--- src/ots_pkg.sv ---
`timescale 1ns / 1ps
// ---------------------------------------------------------------------------
// ots_pkg
// Shared types, token kinds and character codes of the operator token scanner.
// ---------------------------------------------------------------------------
package ots_pkg;

    localparam int POS_BITS    = 24;
    localparam int FIELD_BITS  = 24;
    localparam int QDEPTH      = 4;
    localparam int QPTR_BITS   = $clog2(QDEPTH);
    localparam int QCNT_BITS   = $clog2(QDEPTH + 1);
    localparam int MAX_TOKENS  = 3;

    localparam logic [4:0] KIND_LPAREN  = 5'd0;
    localparam logic [4:0] KIND_RPAREN  = 5'd1;
    localparam logic [4:0] KIND_LBRACE  = 5'd2;
    localparam logic [4:0] KIND_RBRACE  = 5'd3;
    localparam logic [4:0] KIND_COMMA   = 5'd4;
    localparam logic [4:0] KIND_DOT     = 5'd5;
    localparam logic [4:0] KIND_MINUS   = 5'd6;
    localparam logic [4:0] KIND_PLUS    = 5'd7;
    localparam logic [4:0] KIND_SEMI    = 5'd8;
    localparam logic [4:0] KIND_SLASH   = 5'd9;
    localparam logic [4:0] KIND_STAR    = 5'd10;
    localparam logic [4:0] KIND_BANG    = 5'd11;
    localparam logic [4:0] KIND_NE      = 5'd12;
    localparam logic [4:0] KIND_ASSIGN  = 5'd13;
    localparam logic [4:0] KIND_EQ      = 5'd14;
    localparam logic [4:0] KIND_GT      = 5'd15;
    localparam logic [4:0] KIND_GE      = 5'd16;
    localparam logic [4:0] KIND_LT      = 5'd17;
    localparam logic [4:0] KIND_LE      = 5'd18;
    localparam logic [4:0] KIND_END     = 5'd19;
    localparam logic [4:0] KIND_ERROR   = 5'd20;

    localparam logic [7:0] CH_LPAREN  = 8'h28;
    localparam logic [7:0] CH_RPAREN  = 8'h29;
    localparam logic [7:0] CH_LBRACE  = 8'h7B;
    localparam logic [7:0] CH_RBRACE  = 8'h7D;
    localparam logic [7:0] CH_COMMA   = 8'h2C;
    localparam logic [7:0] CH_DOT     = 8'h2E;
    localparam logic [7:0] CH_MINUS   = 8'h2D;
    localparam logic [7:0] CH_PLUS    = 8'h2B;
    localparam logic [7:0] CH_SEMI    = 8'h3B;
    localparam logic [7:0] CH_STAR    = 8'h2A;
    localparam logic [7:0] CH_BANG    = 8'h21;
    localparam logic [7:0] CH_EQUAL   = 8'h3D;
    localparam logic [7:0] CH_LESS    = 8'h3C;
    localparam logic [7:0] CH_GREATER = 8'h3E;
    localparam logic [7:0] CH_SLASH   = 8'h2F;
    localparam logic [7:0] CH_SPACE   = 8'h20;
    localparam logic [7:0] CH_TAB     = 8'h09;
    localparam logic [7:0] CH_CR      = 8'h0D;
    localparam logic [7:0] CH_NL      = 8'h0A;

    typedef enum logic [2:0] {
        PEND_NONE    = 3'd0,
        PEND_BANG    = 3'd1,
        PEND_EQUAL   = 3'd2,
        PEND_LESS    = 3'd3,
        PEND_GREATER = 3'd4,
        PEND_SLASH   = 3'd5
    } pend_t;

    typedef struct packed {
        logic [1:0]            length;
        logic [FIELD_BITS-1:0] offset;
        logic [FIELD_BITS-1:0] line;
        logic [4:0]            kind;
    } token_t;

    typedef struct packed {
        logic [1:0]                 count;
        token_t [MAX_TOKENS-1:0]    tok;
    } bundle_t;

endpackage

--- src/ots_front.sv ---
`timescale 1ns / 1ps
// ---------------------------------------------------------------------------
// ots_front
// Accepts source bytes, keeps scanner state and builds a token bundle for each item that yields tokens.
// ---------------------------------------------------------------------------
module ots_front import ots_pkg::*; (
    input  logic          aclk,
    input  logic          aresetn,
    input  logic          in_valid,
    output logic          in_ready,
    input  logic [7:0]    in_byte,
    input  logic          in_has,
    input  logic          in_end,
    input  logic          q_full,
    output logic          q_push,
    output bundle_t       q_bundle
);

    localparam logic [POS_BITS-1:0] POS_MAX = {POS_BITS{1'b1}};

    pend_t               pend_reg,   pend_next;
    logic [POS_BITS-1:0] pstart_reg, pstart_next;
    logic                cmt_reg,    cmt_next;
    logic [POS_BITS-1:0] line_reg,   line_next;
    logic [POS_BITS-1:0] pos_reg,    pos_next;
    logic                halt_reg,   halt_next;
    logic                fire;

    function automatic logic [POS_BITS-1:0] sat_inc(input logic [POS_BITS-1:0] v);
        return (v == POS_MAX) ? v : v + POS_BITS'(1);
    endfunction

    function automatic logic [FIELD_BITS-1:0] field_sat(input logic [POS_BITS-1:0] v);
        logic [63:0] w;
        w = 64'(v);
        return (w > 64'hFF_FFFF) ? {FIELD_BITS{1'b1}} : w[FIELD_BITS-1:0];
    endfunction

    function automatic logic [4:0] pend_kind(input pend_t p, input logic paired);
        logic [4:0] k;
        unique case (p)
            PEND_BANG:    k = paired ? KIND_NE : KIND_BANG;
            PEND_EQUAL:   k = paired ? KIND_EQ : KIND_ASSIGN;
            PEND_LESS:    k = paired ? KIND_LE : KIND_LT;
            PEND_GREATER: k = paired ? KIND_GE : KIND_GT;
            default:      k = KIND_SLASH;
        endcase
        return k;
    endfunction

    function automatic token_t mk_tok(input logic [4:0] kind, input logic [POS_BITS-1:0] line,
                                      input logic [POS_BITS-1:0] off, input logic [1:0] len);
        token_t t;
        t.kind   = kind;
        t.line   = field_sat(line);
        t.offset = field_sat(off);
        t.length = len;
        return t;
    endfunction

    assign in_ready = !q_full;
    assign fire     = in_valid && in_ready;

    always_comb begin : scan
        pend_t      p;
        logic       fresh;
        logic [1:0] n;
        logic [4:0] pk;
        token_t [MAX_TOKENS-1:0] toks;

        pend_next   = pend_reg;
        pstart_next = pstart_reg;
        cmt_next    = cmt_reg;
        line_next   = line_reg;
        pos_next    = pos_reg;
        halt_next   = halt_reg;
        p           = PEND_NONE;
        fresh       = 1'b0;
        n           = 2'd0;
        pk          = KIND_ERROR;
        toks        = '0;

        if (in_has) begin
            if (halt_reg) begin
                fresh = 1'b0;
            end else if (cmt_reg) begin
                if (in_byte == CH_NL) begin
                    cmt_next  = 1'b0;
                    line_next = sat_inc(line_reg);
                end
            end else if (pend_reg != PEND_NONE) begin
                p         = pend_reg;
                pend_next = PEND_NONE;
                if (p == PEND_SLASH && in_byte == CH_SLASH) begin
                    cmt_next = 1'b1;
                end else if (p != PEND_SLASH && in_byte == CH_EQUAL) begin
                    toks[n] = mk_tok(pend_kind(p, 1'b1), line_next, pstart_reg, 2'd2);
                    n = n + 2'd1;
                end else begin
                    toks[n] = mk_tok(pend_kind(p, 1'b0), line_next, pstart_reg, 2'd1);
                    n = n + 2'd1;
                    fresh = 1'b1;
                end
            end else begin
                fresh = 1'b1;
            end

            if (fresh) begin
                pk = KIND_ERROR;
                unique case (in_byte)
                    CH_LPAREN:  pk = KIND_LPAREN;
                    CH_RPAREN:  pk = KIND_RPAREN;
                    CH_LBRACE:  pk = KIND_LBRACE;
                    CH_RBRACE:  pk = KIND_RBRACE;
                    CH_COMMA:   pk = KIND_COMMA;
                    CH_DOT:     pk = KIND_DOT;
                    CH_MINUS:   pk = KIND_MINUS;
                    CH_PLUS:    pk = KIND_PLUS;
                    CH_SEMI:    pk = KIND_SEMI;
                    CH_STAR:    pk = KIND_STAR;
                    CH_BANG: begin
                        pend_next = PEND_BANG;    pstart_next = pos_reg; pk = KIND_END;
                    end
                    CH_EQUAL: begin
                        pend_next = PEND_EQUAL;   pstart_next = pos_reg; pk = KIND_END;
                    end
                    CH_LESS: begin
                        pend_next = PEND_LESS;    pstart_next = pos_reg; pk = KIND_END;
                    end
                    CH_GREATER: begin
                        pend_next = PEND_GREATER; pstart_next = pos_reg; pk = KIND_END;
                    end
                    CH_SLASH: begin
                        pend_next = PEND_SLASH;   pstart_next = pos_reg; pk = KIND_END;
                    end
                    CH_SPACE, CH_TAB, CH_CR: pk = KIND_END;
                    CH_NL: begin
                        line_next = sat_inc(line_reg); pk = KIND_END;
                    end
                    default: begin
                        pk = KIND_ERROR;
                        halt_next = 1'b1;
                    end
                endcase
                // KIND_END marks "no token" here
                if (pk != KIND_END) begin
                    toks[n] = mk_tok(pk, line_next, pos_reg, 2'd1);
                    n = n + 2'd1;
                end
            end
            pos_next = sat_inc(pos_reg);
        end

        if (in_end) begin
            if (pend_next != PEND_NONE && !halt_next) begin
                toks[n] = mk_tok(pend_kind(pend_next, 1'b0), line_next, pstart_next, 2'd1);
                n = n + 2'd1;
            end
            toks[n] = mk_tok(KIND_END, line_next, pos_next, 2'd0);
            n = n + 2'd1;
            pend_next   = PEND_NONE;
            pstart_next = '0;
            cmt_next    = 1'b0;
            line_next   = POS_BITS'(1);
            pos_next    = '0;
            halt_next   = 1'b0;
        end

        q_bundle.count = n;
        q_bundle.tok   = toks;
        q_push         = fire && (n != 2'd0);
    end

    always_ff @(posedge aclk) begin
        if (!aresetn) begin
            pend_reg   <= PEND_NONE;
            pstart_reg <= '0;
            cmt_reg    <= 1'b0;
            line_reg   <= POS_BITS'(1);
            pos_reg    <= '0;
            halt_reg   <= 1'b0;
        end else if (fire) begin
            pend_reg   <= pend_next;
            pstart_reg <= pstart_next;
            cmt_reg    <= cmt_next;
            line_reg   <= line_next;
            pos_reg    <= pos_next;
            halt_reg   <= halt_next;
        end
    end

endmodule

--- src/ots_queue.sv ---
`timescale 1ns / 1ps
// ---------------------------------------------------------------------------
// ots_queue
// Small FIFO of token bundles between the scanner front and the token sender.
// ---------------------------------------------------------------------------
module ots_queue import ots_pkg::*; (
    input  logic    aclk,
    input  logic    aresetn,
    input  logic    push,
    input  bundle_t push_data,
    output logic    full,
    output logic    head_valid,
    output bundle_t head_data,
    input  logic    pop
);

    bundle_t                mem [QDEPTH];
    logic [QPTR_BITS-1:0]   wr_ptr_reg;
    logic [QPTR_BITS-1:0]   rd_ptr_reg;
    logic [QCNT_BITS-1:0]   cnt_reg;
    logic                   do_pop;

    assign full       = (cnt_reg == QCNT_BITS'(QDEPTH));
    assign head_valid = (cnt_reg != '0);
    assign head_data  = mem[rd_ptr_reg];
    assign do_pop     = pop && head_valid;

    always_ff @(posedge aclk) begin
        if (push && !full) begin
            mem[wr_ptr_reg] <= push_data;
        end
    end

    always_ff @(posedge aclk) begin
        if (!aresetn) begin
            wr_ptr_reg <= '0;
            rd_ptr_reg <= '0;
            cnt_reg    <= '0;
        end else begin
            if (push && !full) begin
                wr_ptr_reg <= wr_ptr_reg + QPTR_BITS'(1);
            end
            if (do_pop) begin
                rd_ptr_reg <= rd_ptr_reg + QPTR_BITS'(1);
            end
            if ((push && !full) && !do_pop) begin
                cnt_reg <= cnt_reg + QCNT_BITS'(1);
            end else if (!(push && !full) && do_pop) begin
                cnt_reg <= cnt_reg - QCNT_BITS'(1);
            end
        end
    end

endmodule

--- src/ots_back.sv ---
`timescale 1ns / 1ps
// ---------------------------------------------------------------------------
// ots_back
// Walks each queued bundle and sends its tokens one per transfer through an
// output register.
// ---------------------------------------------------------------------------
module ots_back import ots_pkg::*; (
    input  logic    aclk,
    input  logic    aresetn,
    input  logic    head_valid,
    input  bundle_t head_data,
    output logic    pop,
    output logic    out_valid,
    input  logic    out_ready,
    output token_t  out_tok,
    output logic    out_last
);

    logic [1:0] idx_reg,   idx_next;
    logic       valid_reg, valid_next;
    token_t     tok_reg,   tok_next;
    logic       last_reg,  last_next;
    logic       load;
    logic       is_last;

    assign load    = !valid_reg || out_ready;
    assign is_last = (idx_reg == 2'(head_data.count - 2'd1));

    always_comb begin
        idx_next   = idx_reg;
        valid_next = valid_reg;
        tok_next   = tok_reg;
        last_next  = last_reg;
        pop        = 1'b0;
        if (load) begin
            valid_next = head_valid;
            if (head_valid) begin
                tok_next  = head_data.tok[idx_reg];
                last_next = is_last;
                if (is_last) begin
                    pop      = 1'b1;
                    idx_next = 2'd0;
                end else begin
                    idx_next = idx_reg + 2'd1;
                end
            end
        end
    end

    always_ff @(posedge aclk) begin
        if (!aresetn) begin
            idx_reg   <= 2'd0;
            valid_reg <= 1'b0;
        end else begin
            idx_reg   <= idx_next;
            valid_reg <= valid_next;
        end
    end

    always_ff @(posedge aclk) begin
        tok_reg  <= tok_next;
        last_reg <= last_next;
    end

    assign out_valid = valid_reg;
    assign out_tok   = tok_reg;
    assign out_last  = last_reg;

endmodule

--- src/operator_token_scanner_core.sv ---
`timescale 1ns / 1ps
// ---------------------------------------------------------------------------
// operator_token_scanner_core
// Operator and punctuator scanner over a byte stream.
//
// Input stream: one source byte per transfer on s_tdata; s_tuser says the
// byte is valid, s_tlast marks end of source after this byte (an item with
// s_tuser low and s_tlast high only ends the source).
// Output stream: one token per transfer; m_tlast marks the last token
// caused by one input transfer.
// Path: each token is registered in the bundle queue, then in the output register.
// Throughput: one input byte per clock while each byte causes at most one
// token and m_tready stays high; a byte that causes two or three tokens
// sends them one per output transfer through the single output register. A
// four-entry bundle queue between front and back absorbs such bursts.
// Reset: aresetn low clears the scanner to line 1, offset 0, no pending
// operator, and empties the queue and output register.
// Stall: with m_tready low the output holds; input is taken until the
// queue fills, then s_tready drops.
// ---------------------------------------------------------------------------
module operator_token_scanner_core import ots_pkg::*; (
    input  logic        aclk,
    input  logic        aresetn,
    input  logic        s_tvalid,
    output logic        s_tready,
    input  logic [7:0]  s_tdata,   // [7:0] byte_value
    input  logic        s_tuser,   // [0] has_byte
    input  logic        s_tlast,   // end_of_source
    output logic        m_tvalid,
    input  logic        m_tready,
    output logic [55:0] m_tdata,   // [4:0] kind, [28:5] line, [52:29] offset, [54:53] length
    output logic        m_tlast    // last_of_run
);

    logic    q_push;
    bundle_t q_bundle;
    logic    q_full;
    logic    q_valid;
    bundle_t q_head;
    logic    q_pop;
    token_t  out_tok;

    ots_front u_front (
        .aclk     (aclk),
        .aresetn  (aresetn),
        .in_valid (s_tvalid),
        .in_ready (s_tready),
        .in_byte  (s_tdata),
        .in_has   (s_tuser),
        .in_end   (s_tlast),
        .q_full   (q_full),
        .q_push   (q_push),
        .q_bundle (q_bundle)
    );

    ots_queue u_queue (
        .aclk       (aclk),
        .aresetn    (aresetn),
        .push       (q_push),
        .push_data  (q_bundle),
        .full       (q_full),
        .head_valid (q_valid),
        .head_data  (q_head),
        .pop        (q_pop)
    );

    ots_back u_back (
        .aclk       (aclk),
        .aresetn    (aresetn),
        .head_valid (q_valid),
        .head_data  (q_head),
        .pop        (q_pop),
        .out_valid  (m_tvalid),
        .out_ready  (m_tready),
        .out_tok    (out_tok),
        .out_last   (m_tlast)
    );

    assign m_tdata = {1'b0, out_tok};

endmodule

--- config.mk ---
export PLATFORM = sky130hd
export DESIGN_NAME = operator_token_scanner_core
export DESIGN_NICKNAME = d
export VERILOG_FILES = /design/src/ots_pkg.sv /design/src/ots_front.sv /design/src/ots_queue.sv /design/src/ots_back.sv /design/src/operator_token_scanner_core.sv
export SDC_FILE = /design/constraint.sdc
export NUM_CORES = 1
export LEC_CHECK = 0
export BUFFER_PORTS_ARGS = -buffer_cell sky130_fd_sc_hd__buf_4
export CAP_MARGIN = 20
export CORE_ASPECT_RATIO = 1.2
export CORE_UTILIZATION = 35
export CTS_CLUSTER_DIAMETER = 30
export DETAILED_ROUTE_END_ITERATION = 10
export RECOVER_POWER = 25
export SETUP_SLACK_MARGIN = 0.05
export SYNTH_ARGS = -nofsm -noshare
export SYNTH_HDL_FRONTEND = slang
export SYNTH_SLANG_ARGS = --single-unit
--- constraint.sdc ---
create_clock -name aclk -period 17.6 [get_ports aclk]
set_clock_uncertainty 0.2 [all_clocks]
set_input_delay 0.88 -clock aclk [delete_from_list [all_inputs] [get_ports aclk]]
set_output_delay 0.88 -clock aclk [all_outputs]
set_load 0.02 [all_outputs]
* Yosys cells after proc, flatten, opt, wreduce, memory -nomap -nowiden *
Memory sizes are Yosys's and may differ from the RTL's. A register that Yosys moved wholly into a read port is not among the register bits.
Index checks and enable logic that the tools add are counted.

storage, ports and cells
  register bits = 143
  bits in writable memories = 668
  input port bits = 14
  output and inout bits = 59
  word-level logic and storage cells = 192
  memories kept = 1

memories
  memory       depth  bits a word  rd ports  clocked after Yosys merged registers in  wr ports  RTL line         source
  u_queue.mem  4      167          1         1                                        1         ots_queue.sv:17  bundle_t mem [QDEPTH];

operators by class
  $add $sub $neg = 11
  magnitude comparators = 7
  equal/unequal tests = 35
  multiplexer cells = 93
  reduce and logical (&&, ||, !) cells = 29

operator list
  cell                                                                           number
  165-bit 2-to-1 mux                                                             6
  55-bit 2-to-1 mux                                                              10
  165-bit bitwise mux                                                            3
  24-bit 2-to-1 mux                                                              17
  55-bit demux with 2-bit select                                                 3
  8-bit by 6-bit equality test with 1-bit output (second input constant)         14
  55-bit binary-select mux with 2-bit select                                     1
  5-bit case mux with 4 select lines                                             3
  5-bit case mux with 11 select lines                                            1
  24-bit by 1-bit adder with 24-bit output (second input constant)               2
  24-bit equality test (second input constant)                                   2
  2-bit 2-to-1 mux                                                               13
  8-bit by 4-bit equality test with 1-bit output (second input constant)         3
  3-bit 2-to-1 mux                                                               8
  1-bit 2-to-1 mux                                                               23
  5-bit 2-to-1 mux                                                               4
  19-bit OR reduction                                                            1
  8-bit by 7-bit equality test with 1-bit output (second input constant)         2
  3-bit case mux with 5 select lines                                             1
  2-bit by 1-bit adder with 2-bit output (second input constant)                 6
  3-bit by 2-bit equality test with 1-bit output (second input constant)         4
  3-bit equality test (second input constant)                                    4
  1-bit logical AND                                                              12
  2-bit by 3-bit less-than comparator with 1-bit output (second input constant)  4
  other kinds (17)                                                               28

* Depth between registers and ports, before layout *
  depth after elaboration = 26
  depth in mapped cells = 20
  mapped depth without buffers = 18

* Cells and area by module *
A second synthesis with hierarchy kept.

unflattened totals
  cells, all modules = 2,378
  area, all modules = 35,683.0 µm²

modules (own cells, without submodules)
  module                       times used  cells an instance  area an instance (µm²)  sequential area each (µm²)
  ots_queue                    1           921                24,628.6                20,239.4
  ots_front                    1           1,192              8,041.5                 1,541.5
  ots_back                     1           263                3,001.6                 1,741.7
  operator_token_scanner_core  1           2                  11.3                    0.0

* Worst setup path before layout *
No wires, ideal clock.

  path type = input to register
  from = in s_tdata[4]
  to = mem u_queue.mem[0][0] in the netlist's numbering, enable pin
  library setup time = 0.545 ns
  arrival time = 7.688 ns
  data required time = 16.855 ns
  path slack = 9.168 ns
  cell stages on the path = 14
  path buffers = 2
  path through = buf_4 -> nor4b_2 -> nand3_1 -> nand3_1 -> inv_1 -> clkbuf_1 -> ha_1 -> nand2b_1 -> nand2_1 -> ha_1 -> a21o_1 -> ha_1 -> a311oi_4 -> and2_1

between the ends
  word-level cells in the longest chain between the ends = 21
  elaborated cells between the ends (all ways) = 61
  those cells by class = 3 x add/sub; 20 x eq/ne; 28 x mux; 10 x reduce/logical

RTL lines
  element                                                                                          RTL line                           source
  start: declaration                                                                               operator_token_scanner_core.sv:26  input logic [7:0] s_tdata,
  parallel branches: the longest is 15 deep, another holds 2-bit by 1-bit adder with 2-bit output  n/a
  2-bit 2-to-1 mux (*)                                                                             ots_front.sv:154                   if (in_end) begin
  2-bit nonzero test (*)                                                                           ots_front.sv:171                   q_push = fire && (n != 2'd0);
  1-bit logical AND (*)                                                                            ots_front.sv:171
  1-bit logical AND (*)                                                                            ots_queue.sv:29                    if (push && !full) begin
  1-bit 2-to-1 mux (*)                                                                             ots_queue.sv:29
  1-bit 2-to-1 mux (implied by the code) (*)                                                       ots_queue.sv:30                    mem[wr_ptr_reg] <= push_data;
  end: declaration                                                                                 ots_queue.sv:17

Mark *: on every way between the ends. The select of a mux whose other input is x is not followed.

* Worst setup path in the final report *
  from = in s_tdata[7]
  to = mem u_queue.mem[3][98] in the netlist's numbering, enable pin

Same word-level chain as after synthesis.

==> results.tsv <==
metric	value	unit
drc	0	
ctsResizeCount	0	
grt_pass1_wl	145000	µm
startpoint	s_tdata[7]	
cp.arrival	8.46	ns
grt_use_total	18.9	%
hold_path_class	input pin to register	
cts_buffer_depth	3	
period_share	47.3	%
path_clk_slew	0.05	ns
grt_max_degree	85	
ir_worst_vdd	0.103	mV
top_register	u_queue.mem	
critPathKind	input pin to register	
rsz0062_at_grt	no	
ys_seq_area_share	66.0	%
cts_tree	done	
synth_seq_cells	805	
reg2reg_depth	5	
cts_setup_buffers	0	
largest_reg_flops	660	
pre_cts_ws	9.53	ns
die_w	292	µm
avgSynthCellArea	14.9	µm²
final.setup.worst_slack	9.27	ns
synthArstFlopShare	0	%
fp-row-count	127	
power_density	145	nW/µm²
fmax	120	MHz
netlist_area	35300	µm²
power	0.00599	W
top_level_ports	73	
syn-num-nets	2394	
crit_path_end_kind	register	
post-route-util	41.3	%
ys_types	89	
n_antenna_cell	0	
slew_headroom	-209	%
fin_cells	3829	
yosys_warnings	0	
setup_violations	0	
r2r_end	u_back.out_tok[43]	
cts_sinks	805	
drive_above_1_share	17.9	%
grt_pass1_vias	22400	
crit_path_start_kind	input pin	
failed_checks	capacitance limit, slew limit	
synth_edf_count	716	
layout_min_cycle_time	8.33	ns
finalHoldViolCount	0	
drtPass1Iterations	6	
p_leak	12.9	nW
r2r_slack	9.34	ns
start_util	35.3	%
drtIter0Drc	2238	
drtAntennaViolNets	0	
cp_max_fo	65	
final.setup.tns	0	ns
hpwlAfterDp	60700	µm
grt_overflow_total	0	
cts-buffers-inserted	131	
drv_slew	526	
cp-endpoint	u_queue.mem[3][98]	
hold_buffers	0	
num_vias	21900	
vias_per_cell	5.72	
synth_cells	2364	
die_y	350	µm
io_buffers	71	
place_congestion	0.928	
wl_per_cell	25.3	µm
ys.flop_type	edfxtp_1	
critical_path_required	17.72	ns
dieArea	102000	µm²
antenna_found_initial	1	
htreeDepth	4	
status	finished, violations left	
insertion_delay	0.72	ns
totalWireLength	96700	µm
placed_cells	3590	
core_area	99900	µm²
worstMarginPinSlew	4.64	ns
finalNetCount	2463	
drv_cap	13	
cts_root_buffer	clkbuf_16	
area_growth	16.8	%
layout by cell type (no fill, tap or decap), types with 11 or more instances in the layout:
master / n
buf_4: 42
ha_1: 15
o21ai_0: 156
nor3_1: 41
mux4_2: 165
xor2_1: 25
clkbuf_1: 87
a21o_1: 18
inv_6: 15
clkinv_1: 13
nor2_1: 159
xnor2_1: 37
inv_1: 24
clkbuf_16: 137
o22ai_1: 23
nand3_1: 41
bufinv_16: 11
mux2i_1: 83
clkinv_4: 11
and3_1: 18
nand2_1: 142
a31oi_1: 14
clkinv_2: 18
a221o_1: 12
or3_1: 20
o22a_1: 17
dfxtp_1: 87
a2bb2oi_1: 16
a21oi_1: 77
edfxtp_1: 716
a22oi_1: 58
nand4_1: 21
and2_1: 13
worst max-delay path: stages:
cell and delay (ns):
clkbuf_1 0.14, nor4b_1 0.99, nand3_1 0.32, nand3_1 0.37, inv_1 0.51, ha_1 0.46
nand2b_1 0.14, nand2_1 0.23, ha_1 0.29, a21o_1 0.18, ha_1 0.31, a311oi_1 0.96
and2_4 0.73, buf_4 0.87, buf_4 0.83
cell type report:
| type | instances | area, µm² |
|---|---|---|
| fillers | 8999 | 58700 |
| flip-flops and latches | 805 | 23300 |
| multi-input cells | 1351 | 11200 |
| clock buffers | 149 | 3480 |
| well taps | 1290 | 1610 |
| clock inverters | 90 | 957 |
| repair buffers | 118 | 601 |
| inverters | 26 | 97.6 |
power by group:
part / switching, W / internal, W / total (W)
Clock: 0.000941 / 0.00161 / 0.00255
Sequential: 0.0000913 / 0.00231 / 0.00240
Combinational: 0.000648 / 0.000387 / 0.00103
per-layer routing:
layer	GRT usage [%]	routed length, µm	vias up
met5	0	0	-
met4	9.37	4110	0
met3	3.40	5930	217
met2	31.8	47900	911
met1	23.6	38800	11200
li1	-	-	9536
stage by stage:
stage | cell area, µm² | hold WS (ns)
floorplan | 35300 | 0.268
global placement | 37100 | 0.276
detailed placement | 37100 | 0.301
CTS | 41600 | 0.251
global route | 41200 | 0.294
finish | 41200 | 0.282
synth_stat cells (20+ instances only):
| library cell | instances | area, µm² |
|---|---|---|
| o22ai_1 | 23 | 144 |
| buf_1 | 30 | 113 |
| xnor2_1 | 37 | 324 |
| o21ai_0 | 156 | 781 |
| clkbuf_1 | 126 | 473 |
| a21oi_1 | 78 | 390 |
| edfxtp_1 | 716 | 21500 |
| xor2_1 | 25 | 219 |
| nand2_1 | 142 | 533 |
| or3_1 | 20 | 125 |
| dfxtp_1 | 89 | 1780 |
| nand3_1 | 41 | 205 |
| nand4_1 | 21 | 131 |
| a22oi_1 | 58 | 435 |
| mux4_2 | 165 | 3720 |
| nor3_1 | 42 | 210 |
| nor2_1 | 159 | 597 |
| mux2i_1 | 83 | 831 |
| inv_1 | 25 | 93.8 |
| buf_2 | 21 | 105 |
worst min path at each step:
| stage | from | to | slack (ns) | cells past startpoint |
|---|---|---|---|---|
| after floorplan | u_queue.wr_ptr_reg[1] | u_queue.wr_ptr_reg[1] | 0.27 | 2 |
| after global placement | u_queue.wr_ptr_reg[1] | u_queue.wr_ptr_reg[1] | 0.28 | 2 |
| after detailed placement | u_queue.rd_ptr_reg[1] | register | 0.30 | 2 |
| after CTS | m_tready | u_back.out_valid | 0.25 | 4 |
| after global routing | m_tready | u_back.out_valid | 0.29 | 4 |
| final | m_tready | u_back.out_valid | 0.28 | 4 |
kinds of logic after synthesis:
group                      after synthesis  synth area share, %
and+or+nand+nor                        534                 7.35
other                                    1               0.0106
AOI/OAI and AO/OA                      488                 9.25
DFF                                    805                 66.0
muxes                                  250                 12.9
xor gates and xnor gates                62                 1.54
buffers and inverters                  208                 2.35
adders and majority gates               16                0.588
No activity file was read; power rests on OpenSTA's default activity.
